===== src/sv/tbp_pkg.sv =====
// Package for the tournament branch predictor: item kinds, queue entry type,
// counter constants and the saturating counter helper. No dependencies.
`default_nettype none

package tbp_pkg;

  // Input item kinds
  localparam logic KIND_PREDICT = 1'b0;
  localparam logic KIND_UPDATE  = 1'b1;

  // 2-bit counter values
  localparam logic [1:0] CTR_MAX       = 2'd3;
  localparam logic [1:0] CTR_MIN       = 2'd0;
  localparam logic [1:0] CTR_RESET     = 2'd2;
  localparam logic [1:0] CHOOSER_RESET = 2'd1;

  localparam int PC_BITS   = 32;
  localparam int QUEUE_CAP = 2;

  // Classified item held in the queue between front and back
  typedef struct packed {
    logic                 is_update;
    logic                 taken;
    logic [PC_BITS-1:0]   pc;
  } item_t;

  // Saturating 2-bit counter step
  function automatic logic [1:0] ctr_move(input logic [1:0] ctr, input logic up);
    logic [1:0] res;
    res = ctr;
    if (up) begin
      if (ctr != CTR_MAX) res = ctr + 2'd1;
    end else begin
      if (ctr != CTR_MIN) res = ctr - 2'd1;
    end
    return res;
  endfunction

endpackage

`default_nettype wire


===== src/sv/tbp_in_if.sv =====
// Input channel of the branch predictor: valid/ready plus the item fields.
// No dependencies.
`default_nettype none

interface tbp_in_if;
  logic        valid;
  logic        ready;
  logic        kind;
  logic [31:0] pc;
  logic        taken_outcome;

  modport source (output valid, kind, pc, taken_outcome, input ready);
  modport sink   (input valid, kind, pc, taken_outcome, output ready);
endinterface

`default_nettype wire


===== src/sv/tbp_front.sv =====
// Front end: accepts input transfers, classifies them and queues them for
// the back end. Depends on tbp_pkg and tbp_in_if.
`default_nettype none

module tbp_front (
  input  wire logic          clk,
  input  wire logic          rst,
  tbp_in_if.sink             in_ch,
  input  wire logic          pop,
  output      logic          q_valid,
  output      tbp_pkg::item_t q_item
);

  localparam int CNT_W = $clog2(tbp_pkg::QUEUE_CAP + 1);
  localparam int PTR_W = $clog2(tbp_pkg::QUEUE_CAP);
  localparam logic [CNT_W-1:0] FULL = CNT_W'(tbp_pkg::QUEUE_CAP);

  tbp_pkg::item_t    q_mem [tbp_pkg::QUEUE_CAP];
  logic [CNT_W-1:0]  count;
  logic [PTR_W-1:0]  wr_ptr;
  logic [PTR_W-1:0]  rd_ptr;
  logic              push;
  logic              do_pop;
  tbp_pkg::item_t    new_item;

  assign in_ch.ready = (count != FULL);
  assign push        = in_ch.valid && in_ch.ready;
  assign q_valid     = (count != '0);
  assign do_pop      = pop && q_valid;
  assign q_item      = q_mem[rd_ptr];

  // Classify the incoming item
  always_comb begin
    new_item.is_update = (in_ch.kind == tbp_pkg::KIND_UPDATE);
    new_item.taken     = in_ch.taken_outcome;
    new_item.pc        = in_ch.pc;
  end

  // Queue storage
  always_ff @(posedge clk) begin
    if (push) q_mem[wr_ptr] <= new_item;
  end

  // Queue pointers and fill count
  always_ff @(posedge clk) begin
    if (rst) begin
      count  <= '0;
      wr_ptr <= '0;
      rd_ptr <= '0;
    end else begin
      if (push) wr_ptr <= wr_ptr + PTR_W'(1);
      if (do_pop) rd_ptr <= rd_ptr + PTR_W'(1);
      unique case ({push, do_pop})
        2'b10:   count <= count + CNT_W'(1);
        2'b01:   count <= count - CNT_W'(1);
        default: count <= count;
      endcase
    end
  end

endmodule

`default_nettype wire


===== src/flat_wrapper.sv =====
// flat-port wrapper written by rule: the top's interface ports become plain ports
module tbp_front_flat 
  (clk, rst, pop, q_valid, q_item, in_ch_valid, in_ch_kind, in_ch_pc, in_ch_taken_outcome, in_ch_ready);
  tbp_in_if in_ch_i ();
  input  wire logic clk;
  input  wire logic rst;
  input  wire logic pop;
  output      logic q_valid;
  output      tbp_pkg::item_t q_item;
  input wire logic [$bits(in_ch_i.valid)-1:0] in_ch_valid;
  input wire logic [$bits(in_ch_i.kind)-1:0] in_ch_kind;
  input wire logic [$bits(in_ch_i.pc)-1:0] in_ch_pc;
  input wire logic [$bits(in_ch_i.taken_outcome)-1:0] in_ch_taken_outcome;
  output wire logic [$bits(in_ch_i.ready)-1:0] in_ch_ready;
  assign in_ch_i.valid = in_ch_valid;
  assign in_ch_i.kind = in_ch_kind;
  assign in_ch_i.pc = in_ch_pc;
  assign in_ch_i.taken_outcome = in_ch_taken_outcome;
  assign in_ch_ready = in_ch_i.ready;
  tbp_front u_core (.clk(clk), .rst(rst), .in_ch(in_ch_i), .pop(pop), .q_valid(q_valid), .q_item(q_item));
endmodule

===== config.mk =====
export PLATFORM = sky130hd
export DESIGN_NAME = tbp_front_flat
export DESIGN_NICKNAME = d
export VERILOG_FILES = /design/src/sv/tbp_pkg.sv /design/src/sv/tbp_in_if.sv /design/src/sv/tbp_front.sv /design/src/flat_wrapper.sv
export SDC_FILE = /design/constraint.sdc
export NUM_CORES = 1
export LEC_CHECK = 0
export ABC_AREA = 1
export BUFFER_PORTS_ARGS = -buffer_cell sky130_fd_sc_hd__buf_2
export CAP_MARGIN = 40
export CORE_MARGIN = 2
export CORE_UTILIZATION = 56
export CTS_CLUSTER_DIAMETER = 150
export DETAILED_ROUTE_END_ITERATION = 8
export PLACE_DENSITY = 0.88
export SLEW_MARGIN = 30
export SYNTH_ARGS = -nofsm -noshare
export SYNTH_HDL_FRONTEND = slang
export SYNTH_SLANG_ARGS = --single-unit

===== constraint.sdc =====
create_clock -name clk -period 4.4 [get_ports clk]
set_input_delay 0.66 -clock clk [delete_from_list [all_inputs] [get_ports clk]]
set_output_delay 0.66 -clock clk [all_outputs]
set_load 0.005 [all_outputs]

* Word-level counts from Yosys, hierarchy flattened
Memories as Yosys holds them, arrays and structs flattened. A register that Yosys moved wholly into a read port is not among the register bits. Cells that the tools add are included. W data, S select, Z words.
Word-level totals: output and inout port bits 36, word-level logic and storage cells 20, latch bits 0, input port bits 38, memory bits (writable) 68, register bits 4, memories kept 1, memory bits (read-only) 0
Memories:
- u_core.q_mem | depth 2, bits a word 34, read ports 1, clocked after memory_dff 1, wr ports 1, RTL line tbp_front.sv:18 | tbp_pkg::item_t q_mem [tbp_pkg::QUEUE_CAP];
Cells by class: magnitude comparators 0, eq/ne operators 3, reduce and logical (&&, ||, !) cells 4, shift operators 0, multipliers 0, bitwise operators 0, divide/modulo/power cells 0, $add $sub $neg 4, muxes and demuxes 5
Operators by type and width (count):
- $mux W1 | 4
- $pmux W2 S2 | 1
- $reduce_bool A2 Y1 | 2
- $add A1 B1 Y1 const B | 2
- $add A2 B1 Y2 const B | 1
- $eq A2 B1 Y1 const B | 1
- $eq A2 B2 Y1 const B | 1
- $logic_and A1 B1 Y1 | 2
- $ne A2 B2 Y1 const B | 1
- $sub A2 B1 Y2 const B | 1

* Depth between registers and ports, before layout
Gate-level depths: netlist of run 1.
depth after elaboration 4, gate-level depth with buffers 10, mapped depth without buffers 10

* Least setup slack after synthesis of run 1
No wires, ideal clock.
kind input to register, start point in in_ch_valid, end point mem u_core.q_mem[0][0] (netlist name) (enable), required time 3.975 ns, stages 2, buffers on the path 0, library setup time 0.425 ns, arrival time 2.197 ns, setup slack 1.778 ns, path through nand2_1 > nor2_1
Between the ends: word-level cells in the longest chain between the ends 3
Ends and longest elaborated chain:
- start: declaration | RTL line flat_wrapper.sv:10 | input wire logic [$bits(in_ch_i.valid)-1:0] in_ch_valid;
- $logic_and A1 B1 Y1 | RTL line tbp_front.sv:27 | assign push = in_ch.valid && in_ch.ready;
- $mux W1 | RTL line tbp_front.sv:41 | if (push) q_mem[wr_ptr] <= new_item;
- $mux W1 (not written as such) | RTL line tbp_front.sv:41
- end: declaration | RTL line tbp_front.sv:18
Every way passes these cells.

==> key figures, run 1 <==
Power
  – VDD IR max: 0.311 mV
  – Share of power burned in registers: 53.5%
  – Comb pwr share: 19.8%
  – Clock Power Share: 26.7%
  – Switch Pwr: 0.412 mW
  – Pint: 1.28 mW
  – Sw frac: 24.3%
  – Pwr/cell area: 488 nW/um^2
  – Pleak: 1.39 nW
  – Pwr Total: 1.70 mW

Routing
  – Wire per inst: 14.9 um
  – Routed wire length: 4440 um
  – Iteration-0 DRC Markers: 57
  – TritonRoute pass-1 iters: 4
  – DR vias/cell: 4.92
  – Remaining DRCs: 0
  – Vias: 1466
  – Post-route antenna net violation count: 0

Final layout
  – Layout fillers: 333
  – Fin nets: 265
  – Most frequent cells in the layout: 73 x buf_2, 68 x edfxtp_1, 30 x mux2_4
  – Storage cell area: 2150 um^2
  – Ratio of cells with drive above 1 in the final layout: 54.5%
  – Antenna diode count: 0
  – Multi-input logic area: 622 um^2
  – Area grow syn2layout: 22.0%
  – Commonest non-fill, non-tap cell in the layout: buf_2

Hold path
  – Worst Hold Path EP: u_core.q_mem[0][9]$_DFFE_PP_
  – Worst Hold Class: in2reg
  – Worst hold start: in_ch_pc[9]
  – Worst hold stages: 1

Floorplan
  – Total core area: 4820 um^2
  – Die Span X: 75.3 um
  – # rows: 25
  – I/O pins: 74
  – Die Area: 5680 um^2
  – Die height: 75.3 um
  – Starting Density: 59.2%

Timing
  – Max_slew headroom: 60.2%
  – WHS: 0.512 ns
  – Crit share post-route: 51.5%
  – FMAX: 0.441 GHz
  – Crit path time final: 2.27 ns
  – Max Slew Vio Count: 0
  – Setup tns final: 0 ns
  – Fin Clk Skew: 0.00562 ns
  – RSZ-0062 raised after global routing: no
  – Final Hold Fails: 0
  – Final setup violation count: 0
  – Worst slew pin tran: 0.596 ns

Clocking
  – Number of clock sinks: 73
  – CTS tree: built
  – TritonCTS Buffers: 9
  – CTS root buf: clkbuf_8
  – H-tree levels: 3
  – Post-CTS Hold Buffers: 0
  – CTS resizes: 0
  – Clock-pin slew on the worst setup and hold paths: 0.07 ns
  – CTS max path bufs: 2
  – Post-CTS setup repair buffer count: 0
  – Latest clock arrival within the worst-skew pair: 0.33 ns

Run
  – Max-Cap Viols: 0

Critical path
  – Data required, critical path: 3.74 ns
  – Setup crit end kind: output port
  – Critical path class: reg2out
  – Launching point of the worst reg2reg path: u_core.count[0]$_SDFFE_PP0P_
  – Setup slack, reg-to-reg: 2.71 ns
  – R2R depth: 5
  – Critical Path, Cell by Cell: mux2_2 -> buf_2
  – Crit Path Max Fanout: 34
  – Worst path max stage delay: 0.73 ns
  – Setup crit start kind: flip-flop
  – Arr. time, crit path: 1.61 ns
  – Slowest cell on the critical path: dfxtp_4
  – Reg2reg end: u_core.q_mem[1][24]$_DFFE_PP_

Synth
  – Synth unique cells: 15
  – Mapped cell area: 2850 um^2
  – Syn_nets: 183
  – Mapped Cells: 144
  – Seq/Total Area, Yosys: 75.2%
  – Syn. warnings: 0
  – Synthesized flop and latch total: 73
  – Avg Inst Size Synth: 19.8 um^2

Place
  – GPL Wtd Cong: 0.688
  – Post-DP HPWL: 3160 um
  – Number of buffers added on ports: 73

GRT
  – GR peak layer: met2
  – First-pass GRT wire length: 6370 um
  – Vias in the first global route: 1421
  – GR Util met1: 17.7%
  – Overflow after GRT: 0
  – GR Util All Layers: 16.3%
  – Initial antenna violation count: 0
  – Largest net degree at the start of global routing: 35
  – Met3 Use GR: 6.35%
  – Met2 Usage GRT: 27.0%

Run status
  – Run status: completed
[cell usage after synthesis]
cell type | number | area (um^2)
ha_1 | 1 | 12.5
o21ai_0 | 1 | 5.00
dfxtp_1 | 5 | 100
mux2_4 | 30 | 450
inv_2 | 1 | 3.75
inv_1 | 7 | 26.3
nand4_1 | 1 | 6.26
nand2_1 | 8 | 30.0
mux2_2 | 4 | 45.0
nor2_1 | 10 | 37.5
buf_12 | 3 | 60.1
edfxtp_1 | 68 | 2040
buf_6 | 1 | 11.3
o21ai_1 | 2 | 10.0
a21oi_1 | 2 | 10.0
[critical path, delay by kind of cell, from the launching register on]
family | cells | cell delay [ns]
flip-flops | 1 | 0.73
buffers and inverters | 1 | 0.12
multiplexers | 1 | 0.40
[registers in the layout (all words and copies together), names as in the netlist, named ones only]
| name | count |
|---|---|
| u_core.count | 2 |
| u_core.q_mem | 68 |
| u_core.rd_ptr | 1 |
| u_core.wr_ptr | 1 |
[per-layer routing]
metal,wire (um),up-vias,share of wire (%)
met5,0,-,0
met4,91,0,2.0
met3,287,7,6.5
met2,2340,47,53
met1,1720,709,39
li1,-,703,-
[layout make-up]
| cell class | instances | share of cell area [%] |
|---|---|---|
| flip-flops and latches | 73 | 61.7 |
| multi-input cells | 59 | 17.9 |
| repair buffers | 75 | 12.1 |
| clock buffers | 14 | 4.68 |
| well taps | 67 | 2.41 |
| inverters | 8 | 0.864 |
| clock inverters | 2 | 0.360 |
[power groups by stage]
stage,Sequential (mW),Clock [mW],Combinational [mW]
detailed placement,0.925,0,0.340
global placement,0.921,0,0.315
CTS,0.910,0.467,0.341
global route,0.917,0.489,0.368
floorplan,0.884,0,0.260
finish,0.908,0.453,0.335
[cell families (layout without fill, tap and decap cells)]
kind of cell             after synthesis  in the layout  share of synthesized area [%]
AND/OR/NAND/NOR                       19             19                           2.59
multiplexers                          34             34                           17.4
AO/OA/AOI/OAI                          5              5                          0.878
adder cells (fa/ha/maj)                1              1                          0.439
flip-flops                            73             73                           75.2
buffers and inverters                 12             99                           3.56
[worst max path at each step]
stage / endpoint
2_1_floorplan: u_core.q_mem[0][0]$_DFFE_PP_
3_3_place_gp: q_item[10]
3_5_place_dp: q_item[12]
4_1_cts: q_item[17]
5_1_grt: q_item[10]
6_report: q_item[17]
[through the flow]
stage | std cells | util, % | setup slack, ns | area (um^2)
3_3_place_gp | 280 | 67.4 | 2.15 | 3240
4_1_cts | 298 | 72.2 | 2.10 | 3480
3_5_place_dp | 282 | 68.5 | 2.47 | 3300
5_1_grt | 298 | 72.2 | 2.05 | 3480
6_report | 298 | 72.2 | 2.13 | 3480
2_1_floorplan | 144 | - | 1.78 | 2850
(Power assumes the default switching activity.)
==> run 2: changes to the inputs <==
- CORE_UTILIZATION: 56 -> 47
- PLACE_DENSITY: 0.88 -> 0.79
- clock period: 4.4 -> 1.92 ns (I/O delays scaled with it)
==> run 2 against run 1 <==
Die area is 18% higher. Clock power is 100% higher. Sequential share of layout area hardly changed. Clock skew is 0.0012 ns higher. Cell count is 3.0% higher. First-iteration DRC count is 40% higher. Count of clock-buffer cells in the layout is 4 lower. Largest cell class unchanged. Largest power group unchanged. Highest routed layer unchanged.
==> key figures, run 2 (same netlist as run 1, synthesis figures left out) <==
Routing
  – DR vias/cell: 4.68 (-4.8%)
  – Remaining DRCs: 0 (unchanged)
  – Iteration-0 DRC Markers: 80 (+40%)
  – TritonRoute pass-1 iters: 5 (+1)
  – Routed wire length: 4370 um (-1.7%)
  – Post-route antenna net violation count: 0 (unchanged)
  – Wire per inst: 14.2 um (-4.6%)
  – Vias: 1438 (-1.9%)

Floorplan
  – Die Span X: 81.9 um (+8.7%)
  – I/O pins: 74 (unchanged)
  – # rows: 28 (+12%)
  – Total core area: 5890 um^2 (+22%)
  – Starting Density: 48.4% (-11 points)
  – Die Area: 6700 um^2 (+18%)
  – Die height: 81.9 um (+8.7%)

Place
  – Post-DP HPWL: 3050 um (-3.3%)
  – Inst Count DP: 292 (+3.5%)
  – Number of buffers added on ports: 73 (unchanged)
  – GPL Wtd Cong: 0.753 (+9.4%)

Hold path
  – Worst Hold Class: in2reg
  – Worst Hold Path EP: u_core.q_mem[0][33]$_DFFE_PP_
  – Worst hold stages: 1 (unchanged)
  – Worst hold start: in_ch_kind

Final layout
  – Area grow syn2layout: 21.9%
  – Final Instance Count excl. Fillers: 307 (+3.0%)
  – Biggest regs: u_core.q_mem (68), u_core.count (2)
  – Most frequent cells in the layout: 73 x buf_2, 68 x edfxtp_1, 30 x mux2_4
  – Antenna diode count: 0 (unchanged)
  – Top reg by flops: u_core.q_mem
  – Largest register FFs: 68 (unchanged)
  – Ratio of cells with drive above 1 in the final layout: 55.2% (+0.63 points)
  – Commonest non-fill, non-tap cell in the layout: buf_2
  – Post-Route Utilization: 59.0% (-13 points)
  – Fin nets: 267 (+0.75%)
  – Layout fillers: 493 (+48%)

Power
  – Pleak: 1.40 nW (+0.24%)
  – Pwr/cell area: 1090 nW/um^2 (+120%)
  – VDD IR max: 0.593 mV (+91%)

Clocking
  – Clock-pin slew on the worst setup and hold paths: 0.07 ns (about the same)
  – Latest clock arrival within the worst-skew pair: 0.32 ns (about the same)
  – CTS max path bufs: 2 (unchanged)
  – H-tree levels: 3 (unchanged)
  – Number of clock sinks: 73 (unchanged)
  – CTS tree: built
  – CTS root buf: clkbuf_8
  – Post-CTS Hold Buffers: 0 (unchanged)
  – Post-CTS setup repair buffer count: 0 (unchanged)
  – CTS resizes: 0 (unchanged)
  – TritonCTS Buffers: 9 (unchanged)

GRT
  – Initial antenna violation count: 0 (unchanged)
  – Vias in the first global route: 1423 (+0.14%)
  – Largest net degree at the start of global routing: 35 (unchanged)
  – First-pass GRT wire length: 6620 um (+3.9%)
  – Overflow after GRT: 0 (unchanged)
  – GR Util All Layers: 14.0% (-2.3 points)

Timing
  – Crit path time final: 1.66 ns
  – Final setup violation count: 0 (unchanged)
  – WHS: 0.149 ns (-0.363 ns)
  – Worst slew pin tran: 0.253 ns (-0.344 ns)
  – FMAX: 0.601 GHz
  – Max Slew Vio Count: 0 (unchanged)
  – RSZ-0062 raised after global routing: no
  – Max_slew headroom: 83.1% (+23 points)
  – Crit share post-route: 86.6%
  – Fin Clk Skew: 0.00682 ns (+0.00120 ns)
  – Final Hold Fails: 0 (unchanged)

Critical path
  – Launching point of the worst reg2reg path: u_core.count[0]$_SDFFE_PP0P_
  – Setup slack, reg-to-reg: 0.44 ns (-2.27 ns)
  – Setup crit start kind: flip-flop
  – Setup crit end kind: output port
  – R2R depth: 9 (+4)
  – Reg2reg end: u_core.count[1]$_SDFFE_PP0P_
  – Critical path class: reg2out
  – Crit Path Max Fanout: 24 (-29%)
  – Arr. time, crit path: 1.37 ns (-0.24 ns)
  – Data required, critical path: 1.63 ns (-2.11 ns)

Run status
  – Run status: completed

Run
  – Max-Cap Viols: 0 (unchanged)
==> run 2: metrics by stage <==
step	instance area (um^2)	setup TNS, ns	total power [mW]	worst slack [ns]
2_1_floorplan	2850	-37.62	2.62	-0.553
3_3_place_gp	3320	0	2.89	0.553
3_5_place_dp	3320	0	2.92	0.468
4_1_cts	3470	0	3.85	0.228
5_1_grt	3470	0	3.99	0.199
6_report	3470	0	3.79	0.257
==> run 2: critical path, stage by stage (launching register included) <==
cell and delay [ns]:
dfxtp_2 0.35, buf_12 0.21, mux2_2 0.36, buf_2 0.13
==> run 2: where the power goes <==
part           leakage [nW]  internal [mW]  total, mW  switching, mW
Combinational         0.635          0.469      0.857          0.388
Clock                0.0831          0.448      0.928          0.480
Sequential            0.677           1.95       2.00         0.0569
==> run 2: how the worst max path moves through the flow <==
| stage | start | endpoint | slack [ns] | cells past startpoint |
|---|---|---|---|---|
| 2_1_floorplan | u_core.count[0]$_SDFFE_PP0P_ | u_core.q_mem[0][0]$_DFFE_PP_ | -0.55 | 4 |
| 3_3_place_gp | u_core.count[0]$_SDFFE_PP0P_ | u_core.count[1]$_SDFFE_PP0P_ | 0.55 | 9 |
| 3_5_place_dp | u_core.count[0]$_SDFFE_PP0P_ | u_core.count[1]$_SDFFE_PP0P_ | 0.47 | 9 |
| 4_1_cts | flip-flop | q_item[11] | 0.23 | 3 |
| 5_1_grt | flip-flop | q_item[11] | 0.20 | 3 |
| 6_report | flip-flop | q_item[11] | 0.26 | 3 |
==> run 2: final cells by class <==
class,instances,area [um^2],share of cell area (%)
Multi-Input combinational cell,59,622,17.9
Timing Repair Buffer,77,433,12.5
Tap cell,75,93.8,2.70
Sequential cell,73,2140,61.7
Inverter,8,30.0,0.865
Clock buffer,10,128,3.67
Clock inverter,5,23.8,0.684
==> run 2: layer usage <==
metal | GRT usage (%) | share of wire, %
met5 | 0 | 0
met4 | 8.50 | 1.2
met3 | 3.52 | 6.3
met2 | 23.2 | 52
met1 | 16.4 | 41
